## src/rtl/sad_pkg.sv

```systemverilog
package sad_pkg;

    localparam int DATA_W       = 32;
    localparam int OP_W         = 3;
    localparam int IDX_IN_W     = 4;
    localparam int STAT_W       = 2;
    localparam int CNT_OUT_W    = 5;
    localparam int DEF_CAPACITY = 16;

    localparam logic [OP_W-1:0] OP_PUSH_BACK  = 3'd0;
    localparam logic [OP_W-1:0] OP_POP_BACK   = 3'd1;
    localparam logic [OP_W-1:0] OP_PUSH_FRONT = 3'd2;
    localparam logic [OP_W-1:0] OP_POP_FRONT  = 3'd3;
    localparam logic [OP_W-1:0] OP_PUSH_MID   = 3'd4;
    localparam logic [OP_W-1:0] OP_READ       = 3'd5;

    localparam logic [STAT_W-1:0] ST_OK    = 2'd0;
    localparam logic [STAT_W-1:0] ST_EMPTY = 2'd1;
    localparam logic [STAT_W-1:0] ST_FULL  = 2'd2;
    localparam logic [STAT_W-1:0] ST_RANGE = 2'd3;

    // per-cell load select
    typedef enum logic [1:0] {
        MV_HOLD,
        MV_LEFT,
        MV_RIGHT,
        MV_VALUE
    } sad_mv_t;

    typedef struct packed {
        logic [STAT_W-1:0]    status;
        logic [CNT_OUT_W-1:0] count;
        logic [DATA_W-1:0]    read_data;
    } sad_rsp_t;

endpackage

```

## src/rtl/sad_if.sv

```systemverilog
interface sad_req_if import sad_pkg::*; ();
    logic                       valid;
    logic                       ready;
    logic [OP_W-1:0]            opcode;
    logic signed [DATA_W-1:0]   value;
    logic [IDX_IN_W-1:0]        index;

    modport source (output valid, opcode, value, index, input ready);
    modport sink   (input valid, opcode, value, index, output ready);
endinterface

interface sad_rsp_if import sad_pkg::*; ();
    logic                       valid;
    logic                       ready;
    logic [STAT_W-1:0]          status;
    logic [CNT_OUT_W-1:0]       count;
    logic signed [DATA_W-1:0]   read_data;

    modport source (output valid, status, count, read_data, input ready);
    modport sink   (input valid, status, count, read_data, output ready);
endinterface

```

## src/rtl/sad_cell.sv

```systemverilog
module sad_cell import sad_pkg::*;
(
    input  logic              clk,
    input  sad_mv_t           mv,
    input  logic [DATA_W-1:0] left,
    input  logic [DATA_W-1:0] right,
    input  logic [DATA_W-1:0] value,
    output logic [DATA_W-1:0] q
);

    logic [DATA_W-1:0] data_reg;
    logic [DATA_W-1:0] data_next;

    always_comb
    begin
        case (mv)
            MV_LEFT:  data_next = left;
            MV_RIGHT: data_next = right;
            MV_VALUE: data_next = value;
            default:  data_next = data_reg;
        endcase
    end

    always_ff @(posedge clk)
    begin
        data_reg <= data_next;
    end

    assign q = data_reg;

endmodule

```

## src/rtl/sad_ctrl.sv

```systemverilog
module sad_ctrl import sad_pkg::*;
#(
    parameter int CAPACITY = DEF_CAPACITY
)
(
    input  logic              clk,
    input  logic              rst_n,
    sad_req_if.sink           req,
    sad_rsp_if.source         rsp,
    input  logic [DATA_W-1:0] rd_word,
    output sad_mv_t           mv [CAPACITY]
);

    localparam int CNT_W = $clog2(CAPACITY + 1);
    localparam int CMP_W = (CNT_W > IDX_IN_W) ? CNT_W : IDX_IN_W;

    logic [CNT_W-1:0] count_reg;
    logic [CNT_W-1:0] count_next;
    logic [CNT_W-1:0] pos;
    logic             fire;
    logic             full;
    logic             empty;
    logic             is_push;
    logic             ins;
    logic             del_front;
    logic             rd_ok;
    logic             out_valid_reg;
    sad_rsp_t         rsp_reg;
    sad_rsp_t         rsp_next;

    assign req.ready = !out_valid_reg || rsp.ready;
    assign fire      = req.valid && req.ready;
    assign full      = (count_reg == CNT_W'(CAPACITY));
    assign empty     = (count_reg == '0);
    assign is_push   = (req.opcode == OP_PUSH_BACK) || (req.opcode == OP_PUSH_FRONT)
                    || (req.opcode == OP_PUSH_MID);
    assign ins       = fire && is_push && !full;
    assign del_front = fire && (req.opcode == OP_POP_FRONT) && !empty;

    always_comb
    begin
        case (req.opcode)
            OP_PUSH_FRONT: pos = '0;
            OP_PUSH_MID:   pos = count_reg >> 1;
            default:       pos = count_reg;
        endcase
    end

    // each cell decides from its own position
    for (genvar i = 0; i < CAPACITY; i++)
    begin : g_sel
        always_comb
        begin
            if (ins && (CNT_W'(i) == pos))
                mv[i] = MV_VALUE;
            else if (ins && (CNT_W'(i) > pos) && (CNT_W'(i) <= count_reg))
                mv[i] = MV_LEFT;
            else if (del_front && (CNT_W'(i + 1) < count_reg))
                mv[i] = MV_RIGHT;
            else
                mv[i] = MV_HOLD;
        end
    end

    always_comb
    begin
        count_next      = count_reg;
        rd_ok           = 1'b0;
        rsp_next.status = ST_OK;
        case (req.opcode)
            OP_PUSH_BACK, OP_PUSH_FRONT, OP_PUSH_MID:
            begin
                if (full)
                    rsp_next.status = ST_FULL;
                else
                    count_next = count_reg + 1'b1;
            end
            OP_POP_BACK, OP_POP_FRONT:
            begin
                if (empty)
                    rsp_next.status = ST_EMPTY;
                else
                    count_next = count_reg - 1'b1;
            end
            OP_READ:
            begin
                if (CMP_W'(req.index) < CMP_W'(count_reg))
                    rd_ok = 1'b1;
                else
                    rsp_next.status = ST_RANGE;
            end
            default:
            begin
                count_next = count_reg;
            end
        endcase
        rsp_next.count     = CNT_OUT_W'(count_next);
        rsp_next.read_data = rd_ok ? rd_word : '0;
    end

    always_ff @(posedge clk or negedge rst_n)
    begin
        if (!rst_n)
        begin
            count_reg     <= '0;
            out_valid_reg <= 1'b0;
        end
        else
        begin
            if (fire)
                count_reg <= count_next;
            if (req.ready)
                out_valid_reg <= req.valid;
        end
    end

    always_ff @(posedge clk)
    begin
        if (fire)
            rsp_reg <= rsp_next;
    end

    assign rsp.valid     = out_valid_reg;
    assign rsp.status    = rsp_reg.status;
    assign rsp.count     = rsp_reg.count;
    assign rsp.read_data = rsp_reg.read_data;

endmodule

```

## src/rtl/shifting_array_deque.sv

```systemverilog
// Bounded deque of signed 32-bit words held in a row of shifting cells.
//
// Channels: req carries one operation per beat (opcode, value, index);
// rsp returns one beat per request (status, count after the operation,
// read_data for an in-range read, else zero).
//
// The response is registered and valid in the cycle after its request.
// Throughput: one request per cycle while rsp is not stalled. Every cell
// loads from its left or right neighbor, the pushed word, or itself in the
// same cycle, so push front, push middle and pop front shift the row as one.
//
// Stall: the response sits in an output register; req.ready stays high
// while that register is empty or being drained, so a stalled receiver
// holds at most one finished beat and then back-pressures req.
//
// Reset: rst_n clears the count and the output valid; the list is empty
// after reset. Cell contents are not cleared and are only read below count.
module shifting_array_deque import sad_pkg::*;
#(
    parameter int CAPACITY = DEF_CAPACITY
)
(
    input  logic      clk,
    input  logic      rst_n,
    sad_req_if.sink   req,
    sad_rsp_if.source rsp
);

    sad_mv_t           mv   [CAPACITY];
    logic [DATA_W-1:0] cell_q [CAPACITY];
    logic [DATA_W-1:0] rd_word;

    sad_ctrl #(
        .CAPACITY (CAPACITY)
    ) u_ctrl (
        .clk     (clk),
        .rst_n   (rst_n),
        .req     (req),
        .rsp     (rsp),
        .rd_word (rd_word),
        .mv      (mv)
    );

    // cell i takes from i-1 on an insert shift and from i+1 on pop front;
    // the ends are never selected that way, so they see zero
    for (genvar i = 0; i < CAPACITY; i++)
    begin : g_cell
        logic [DATA_W-1:0] left_w;
        logic [DATA_W-1:0] right_w;

        if (i == 0)
        begin : g_first
            assign left_w = '0;
        end
        else
        begin : g_mid_l
            assign left_w = cell_q[i-1];
        end

        if (i == CAPACITY - 1)
        begin : g_last
            assign right_w = '0;
        end
        else
        begin : g_mid_r
            assign right_w = cell_q[i+1];
        end

        sad_cell u_cell (
            .clk   (clk),
            .mv    (mv[i]),
            .left  (left_w),
            .right (right_w),
            .value (req.value),
            .q     (cell_q[i])
        );
    end

    // read port: the index field reaches the first 16 cells
    always_comb
    begin
        rd_word = '0;
        for (int i = 0; i < CAPACITY; i++)
        begin
            if ((i < (1 << IDX_IN_W)) && (req.index == IDX_IN_W'(i)))
                rd_word = cell_q[i];
        end
    end

endmodule

```

## src/flat_wrapper.sv

```systemverilog
// flat-port wrapper written by rule: the top's interface ports become plain ports
module shifting_array_deque_flat import sad_pkg::*;
#(
    parameter int CAPACITY = DEF_CAPACITY
)
  (clk, rst_n, req_valid, req_opcode, req_value, req_index, req_ready, rsp_valid, rsp_status, rsp_count, rsp_read_data, rsp_ready);
  sad_req_if req_i ();
  sad_rsp_if rsp_i ();
  input  logic clk;
  input  logic rst_n;
  input wire logic [$bits(req_i.valid)-1:0] req_valid;
  input wire logic [$bits(req_i.opcode)-1:0] req_opcode;
  input wire logic [$bits(req_i.value)-1:0] req_value;
  input wire logic [$bits(req_i.index)-1:0] req_index;
  output wire logic [$bits(req_i.ready)-1:0] req_ready;
  output wire logic [$bits(rsp_i.valid)-1:0] rsp_valid;
  output wire logic [$bits(rsp_i.status)-1:0] rsp_status;
  output wire logic [$bits(rsp_i.count)-1:0] rsp_count;
  output wire logic [$bits(rsp_i.read_data)-1:0] rsp_read_data;
  input wire logic [$bits(rsp_i.ready)-1:0] rsp_ready;
  assign req_i.valid = req_valid;
  assign req_i.opcode = req_opcode;
  assign req_i.value = req_value;
  assign req_i.index = req_index;
  assign req_ready = req_i.ready;
  assign rsp_valid = rsp_i.valid;
  assign rsp_status = rsp_i.status;
  assign rsp_count = rsp_i.count;
  assign rsp_read_data = rsp_i.read_data;
  assign rsp_i.ready = rsp_ready;
  shifting_array_deque #(.CAPACITY(CAPACITY)) u_core (.clk(clk), .rst_n(rst_n), .req(req_i), .rsp(rsp_i));
endmodule
```

## config.mk

```make
export PLATFORM = sky130hd
export DESIGN_NAME = shifting_array_deque_flat
export DESIGN_NICKNAME = d
export VERILOG_FILES = /design/src/rtl/sad_pkg.sv /design/src/rtl/sad_if.sv /design/src/rtl/sad_cell.sv /design/src/rtl/sad_ctrl.sv /design/src/rtl/shifting_array_deque.sv /design/src/flat_wrapper.sv
export SDC_FILE = /design/constraint.sdc
export NUM_CORES = 1
export LEC_CHECK = 0
export ABC_CLOCK_PERIOD_IN_PS = 10710
export BUFFER_PORTS_ARGS = -buffer_cell sky130_fd_sc_hd__buf_2
export CORE_MARGIN = 1
export CORE_UTILIZATION = 55
export DETAILED_ROUTE_END_ITERATION = 12
export GPL_TIMING_DRIVEN = 0
export PLACE_DENSITY = 0.79
export SLEW_MARGIN = 40
export SYNTH_ARGS = -nofsm -noshare
export SYNTH_HDL_FRONTEND = slang
export SYNTH_HIERARCHICAL = 1
export SYNTH_SLANG_ARGS = --single-unit
```

## constraint.sdc

```tcl
create_clock -name clk -period 10.71 [get_ports clk]
set_clock_uncertainty 0.05 [all_clocks]
set_input_delay 1.6065 -clock clk [delete_from_list [all_inputs] [get_ports clk]]
set_output_delay 1.6065 -clock clk [all_outputs]
set_load 0.05 [all_outputs]
```

==> impl_metrics.py, run 1 <==
metrics = {
    "clocking": {
        "cts_buffer_depth": 3,
        "insertion_delay_ns": 0.66,
        "cts_resized": 0,
        "clk_pin_slew_ns": 0.06,
        "hold_buffers": 0,
        "post_cts_buffers": 0,
        "cts_sinks": 557,
        "h-tree-depth": 2,
        "cts_tree": "done",
        "root_buffer": "clkbuf_16",
        "cts_made_buffers": 61,
    },
    "synthesis": {
        "synth-seq-cells": 557,
        "yosysMostFrequentCell": "a21oi_1",
        "synth_top_cells_by_count": "a21oi_1, mux2i_1, nor2_1",
        "synthesis.area_um2": 35020,
        "yosysTopAreaCell": "edfxtp_1",
        "yosysSeqAreaShare": 0.4767,
        "yosysWarnings": 6,
        "synthDistinctLibCells": 82,
        "synth_area_leaders": "edfxtp_1, mux2i_1, a21oi_1",
        "synthArstFlopShare": 0.01077,
        "yosysTopAreaCellShare": 0.4724,
        "yosys_most_used_dff": "edfxtp_1",
        "synth_edf_count": 551,
        "avgSynthCellArea_um2": 10.66,
        "netlist_instances": 3285,
    },
    "grt": {
        "gr-usage-all-layers": 0.3850,
        "antenna_found_initial": 1,
        "grt_pass1_wl_um": 182100,
        "grt_max_degree": 33,
        "grt-ovfl-total": 0,
        "grt_pass1_vias": 28240,
    },
    "power_and_ir_drop": {
        "power.density_nw_per_um2": 179.7,
        "p_total_w": 0.006970,
        "vdd_ir_drop_max_uv": 126.1,
        "p_leak_nw": 13.01,
    },
    "die": {
        "io_pins": 84,
        "core_um2": 62970,
        "die_area_um2": 64690,
        "fp.dieW_um": 254.4,
        "placementRows": 92,
        "start_util": 0.5563,
        "die_y_um": 254.4,
    },
    "status": {
        "status": "finished clean",
    },
    "placed_design": {
        "place.gp.congestion": 0.9908,
        "port_buffers": 81,
        "placed_area_um2": 36780,
        "hpwl_um": 95600,
    },
    "worst_hold_path": {
        "min_path_type": "reg2reg",
    },
    "final_layout": {
        "utilization": 0.6161,
        "drive_gt1_frac": 0.1316,
        "diodes": 0,
        "largest_reg_flops": 512,
        "final_nets": 3547,
        "syn_to_final_growth_pct": 10.76,
        "final_cell_area_um2": 38790,
    },
    "sta": {
        "max_freq_mhz": 220.9,
        "finalHoldViolations": 0,
        "period_share": 0.4227,
        "slew_headroom": 0.3203,
        "setup_viol": 0,
        "tns_ns": 0,
        "whs_ns": 0.4936,
        "tightest_slew_ns": 1.017,
        "grt_setup_unrepaired": "no",
        "period_needed_ns": 4.528,
        "final_max_slew_viol_count": 0,
    },
    "worst_setup_path": {
        "worstSetupPathType": "in2reg",
        "required_ns": 11.06,
        "end_kind": "flip-flop",
        "startpoint_type": "input pin",
        "path_max_fanout": 10,
        "worstPathArrival_ns": 4.88,
    },
    "routing": {
        "vias": 29290,
        "drt_iter0_drc": 4167,
        "detail_route.vias_per_cell": 6.676,
        "ant_nets": 0,
        "wl_per_cell_um": 28.83,
        "routed_wl_um": 126500,
        "drc": 0,
        "firstDrtPassIters": 8,
    },
    "job": {
        "cap_violations": 0,
    },
}
==> per-layer routing <==
metal / share of wire / track usage
met5: 0 / 0
met4: 0.062 / 0.2071
met3: 0.11 / 0.08941
met2: 0.45 / 0.6088
met1: 0.37 / 0.4908
==> cell families (layout without fill, tap and decap cells) <==
family          Yosys count  count (layout)  share of synthesized area
other cells               1              64                  0.0001071
simple gates            859             859                     0.1117
xor+xnor                  5               5                   0.001250
mux                     608             608                     0.1824
flops                   557             557                     0.4767
buf+inv                 341             534                    0.07284
compound gates          906             906                     0.1522
fa+ha+maj                 8               8                   0.002858
==> report_power, final <==
group	total, W	internal, W	switching (W)	leakage [nW]
clock	0.00209	0.00117	0.000914	0.927
combinational	0.00187	0.000682	0.00119	6.98
sequential	0.00301	0.00278	0.000228	5.10
==> final cells by class <==
type / count / area [um2]
Tap cell: 846 / 1059
Inverter: 55 / 209.0
Sequential cell: 557 / 16700
Buffer: 286 / 2350
Clock inverter: 33 / 309.0
Multi-Input combinational cell: 2450 / 16080
Fill cell: 5321 / 24170
Timing Repair Buffer: 85 / 488.0
Clock buffer: 75 / 1600
==> placed cells by master, fill, tap and decap left out, types with 23 or more instances in the layout <==
master,instances
buf_12,49
o2bb2ai_1,23
buf_6,35
buf_4,33
nand2_1,82
o221ai_1,25
o21ai_0,51
o22ai_1,34
inv_1,52
nand3_1,27
buf_2,167
mux2i_1,573
and2_1,36
clkbuf_16,62
mux4_2,23
edfxtp_1,551
nor2_1,554
a21oi_1,605
conb_1,64
clkbuf_1,92
nand3b_1,52
a221oi_1,28
==> critical path, cell delays in order <==
cell and delay (ns):
buf_2 0.10, buf_4 0.18, buf_6 0.22, clkbuf_1 0.67, nand3_1 0.59, clkbuf_1 0.46
o221ai_1 0.48, o22ai_1 0.31, and2_1 0.23
==> worst paths after layout <==
kind / start / to / slack [ns] / cells after the start
max: req_index[1] / u_core/u_ctrl/rsp.read_data[13] / 6.18 / 9
min: u_core/u_ctrl/rsp.valid / u_core/u_ctrl/rsp.valid / 0.49 / 2
max reg2reg: u_core/u_ctrl/count_reg[0] / u_core/g_cell[0].u_cell/q[3] / 6.44 / 10
min reg2reg: u_core/u_ctrl/rsp.valid / u_core/u_ctrl/rsp.valid / 0.49 / 2
max in group asynchronous: rst_n / u_core/u_ctrl/count_reg[4] / 9.72 / 1
min in group asynchronous: rst_n / u_core/u_ctrl/rsp.valid / 0.74 / 1
==> stage by stage <==
step | std cells | worst slack [ns]
after floorplan | 3348 | 5.533
after global placement | 4275 | 4.312
after detailed placement | 4276 | 5.495
after CTS | 4384 | 6.163
after global routing | 4387 | 6.114
final | 4387 | 6.182
No activity file was read; power rests on OpenSTA's default activity.
==> run 2: changes to the inputs <==
--- a/config.mk
+++ b/config.mk
@@ -5,13 +5,13 @@
 export SDC_FILE = /design/constraint.sdc
 export NUM_CORES = 1
 export LEC_CHECK = 0
-export ABC_CLOCK_PERIOD_IN_PS = 10710
+export ABC_CLOCK_PERIOD_IN_PS = 4100
 export BUFFER_PORTS_ARGS = -buffer_cell sky130_fd_sc_hd__buf_2
 export CORE_MARGIN = 1
 export CORE_UTILIZATION = 55
 export DETAILED_ROUTE_END_ITERATION = 12
 export GPL_TIMING_DRIVEN = 0
-export PLACE_DENSITY = 0.79
+export PLACE_DENSITY = 0.82
 export SLEW_MARGIN = 40
 export SYNTH_ARGS = -nofsm -noshare
 export SYNTH_HDL_FRONTEND = slang
==> constraint.sdc (replaced) <==
create_clock -name clk -period 4.1 [get_ports clk]
set_clock_uncertainty 0.05 [all_clocks]
set_input_delay 0.615 -clock clk [delete_from_list [all_inputs] [get_ports clk]]
set_output_delay 0.615 -clock clk [all_outputs]
set_load 0.05 [all_outputs]
==> run 2 against run 1 <==
Compared with the run above:
- sequential share of layout area shrank 0.43 points
- sequential power grew to 2.6 times the previous value
- combinational power grew to 2.6 times the previous value
- non-clock buffer count grew 1
- worst setup slack lost 6.0 ns
- first-iteration DRC count grew 12%
- critical path type is now reg2reg
==> impl_metrics.py, run 2 (synthesized netlist as in run 1, its figures left out) <==
metrics = {
    "routing": {
        "vias": 29730,
        "ant_nets": 0,
        "detail_route.vias_per_cell": 6.757,
        "firstDrtPassIters": 9,
        "wl_per_cell_um": 28.86,
        "routed_wl_um": 127000,
        "drc": 0,
        "drt_iter0_drc": 4683,
    },
    "worst_setup_path": {
        "required_ns": 4.30,
        "startpoint_type": "flip-flop",
        "crit_chain": "buf_4 > inv_1 > ha_1 > nand3_1 > nand4_1 > or2_1 > buf_6 > nand2b_4 > a21oi_1 > buf_6 > buf_12 > or2_4",
        "critical_path.most_common_cell": "buf_6",
        "crit_slowest_cell": "or2_4",
        "cp-startpoint": "u_core/u_ctrl/count_reg[0]",
        "cpPeakStageDelay_ns": 0.46,
        "worstSetupPathType": "reg2reg",
        "r2r_start": "u_core/u_ctrl/count_reg[0]",
        "worstPathArrival_ns": 4.14,
        "end_kind": "flip-flop",
        "path_max_fanout": 32,
    },
    "power_and_ir_drop": {
        "p_sw_frac": 0.3296,
        "p_int_w": 0.01277,
        "power.density_nw_per_um2": 486.2,
        "netSwitchingPower_w": 0.006280,
        "vdd_ir_drop_max_uv": 387.9,
        "p_comb_frac": 0.257,
        "p_leak_nw": 13.18,
        "seqPwrFrac": 0.413,
        "clockPowerShare": 0.330,
    },
    "clocking": {
        "root_buffer": "clkbuf_16",
        "cts_sinks": 557,
        "cts_buffer_depth": 3,
        "clk_pin_slew_ns": 0.06,
        "cts_tree": "done",
        "insertion_delay_ns": 0.63,
        "h-tree-depth": 3,
        "cts_made_buffers": 66,
    },
    "final_layout": {
        "largest_reg_flops": 512,
        "layout_common_cells": "a21oi_1, mux2i_1, nor2_1",
        "final_common_cell": "a21oi_1",
        "final_nets": 3553,
        "diodes": 0,
        "utilization": 0.6223,
        "syn_to_final_growth_pct": 11.87,
        "drive_gt1_frac": 0.1362,
        "stdcell_count": 4400,
        "fillers": 5228,
    },
    "placed_design": {
        "dp.cells": 4277,
        "place.gp.congestion": 1.013,
        "hpwl_um": 94470,
        "dp_slack_ns": -0.1284,
        "port_buffers": 81,
    },
    "grt": {
        "grt_pass1_vias": 28880,
        "grt_max_degree": 33,
        "gr-usage-all-layers": 0.3888,
        "grt_pass1_wl_um": 184100,
        "grt-ovfl-total": 0,
        "antenna_found_initial": 5,
    },
    "worst_hold_path": {
        "hp-start": "req_valid",
        "min_path_type": "in2reg",
    },
    "sta": {
        "grt_setup_unrepaired": "no",
        "final_max_slew_viol_count": 0,
        "period_needed_ns": 3.946,
        "tightest_slew_ns": 0.9529,
        "fin_ws_ns": 0.1536,
        "whs_ns": 0.1823,
        "finalHoldViolations": 0,
        "period_share": 0.9625,
        "setup_viol": 0,
        "max_freq_mhz": 253.4,
        "slew_headroom": 0.3647,
        "tns_ns": 0,
    },
    "die": {
        "core_um2": 62970,
        "die_area_um2": 64690,
        "die_y_um": 254.4,
        "placementRows": 92,
        "fp.dieW_um": 254.4,
        "io_pins": 84,
        "start_util": 0.5563,
    },
    "status": {
        "status": "finished clean",
    },
    "job": {
        "cap_violations": 0,
    },
}
[run 2: changes by cell type in the layout (fill, tap and decap cells not counted), moves of 3 or more]
cell        before  now
bufinv_16        5   11
clkinvlp_4       1    4
clkbuf_16       62   67
clkbuf_1        92   87
[run 2: metrics by stage]
stage / area [um2] / total power, W
floorplan: 35270 / 0.01107
global placement: 36730 / 0.01250
detailed placement: 36810 / 0.01262
CTS: 39090 / 0.01883
global route: 39180 / 0.01956
finish: 39180 / 0.01905
[run 2: worst paths after layout]
| kind | end | slack [ns] | cells past startpoint |
|---|---|---|---|
| setup reg to reg | u_core/g_cell[1].u_cell/q[31] | 0.15 | 12 |
| max in group asynchronous | u_core/u_ctrl/count_reg[2] | 3.49 | 2 |
| setup / recovery | u_core/g_cell[1].u_cell/q[31] | 0.15 | 12 |
| hold reg to reg | u_core/u_ctrl/rsp.valid | 0.48 | 2 |
| min in group asynchronous | u_core/u_ctrl/count_reg[4] | 0.33 | 2 |
| hold / removal | u_core/u_ctrl/rsp.valid | 0.18 | 2 |
[run 2: power groups by stage]
stage                     clock (W)  combinational, W  sequential (W)
after floorplan                   0           0.00328         0.00779
after global placement            0           0.00454         0.00796
after detailed placement          0           0.00466         0.00797
after CTS                   0.00629           0.00469         0.00785
after global routing        0.00648           0.00518         0.00790
final                       0.00628           0.00491         0.00787
[run 2: metal layers]
layer / vias up / global-route usage / share of wire
li1: 12660 / - / -
met1: 14340 / 0.4810 / 0.36
met2: 2209 / 0.5945 / 0.44
met3: 510 / 0.1148 / 0.13
met4: 8 / 0.2508 / 0.073
met5: - / 0 / 0.00043
[run 2: worst max-delay path: cells and delay by family, from the launching register on]
| family | cells | cell delay (ns) |
|---|---|---|
| buf+inv | 5 | 0.93 |
| fa+ha+maj | 1 | 0.35 |
| flops | 1 | 0.42 |
| compound gates | 1 | 0.37 |
| simple gates | 5 | 1.45 |
[run 2: area by class of cell]
type,count,area [um2],share of cell area
well taps,846,1059,0.02701
flip-flops and latches,557,16700,0.4261
clock buffers,75,1707,0.04355
repair buffers,86,525.5,0.01341
inverters,55,210.2,0.005365
plain buffers,286,2350,0.05997
multi-input cells,2450,16080,0.4104
clock inverters,45,555.5,0.01418
[run 2: what timing repair did]
item	in CTS	in global routing
endpoints found under the hold margin	6	0
buffers inserted	0	0
endpoints found under the setup margin	29	0
gates resized for setup	3	0
hold buffers	1	0
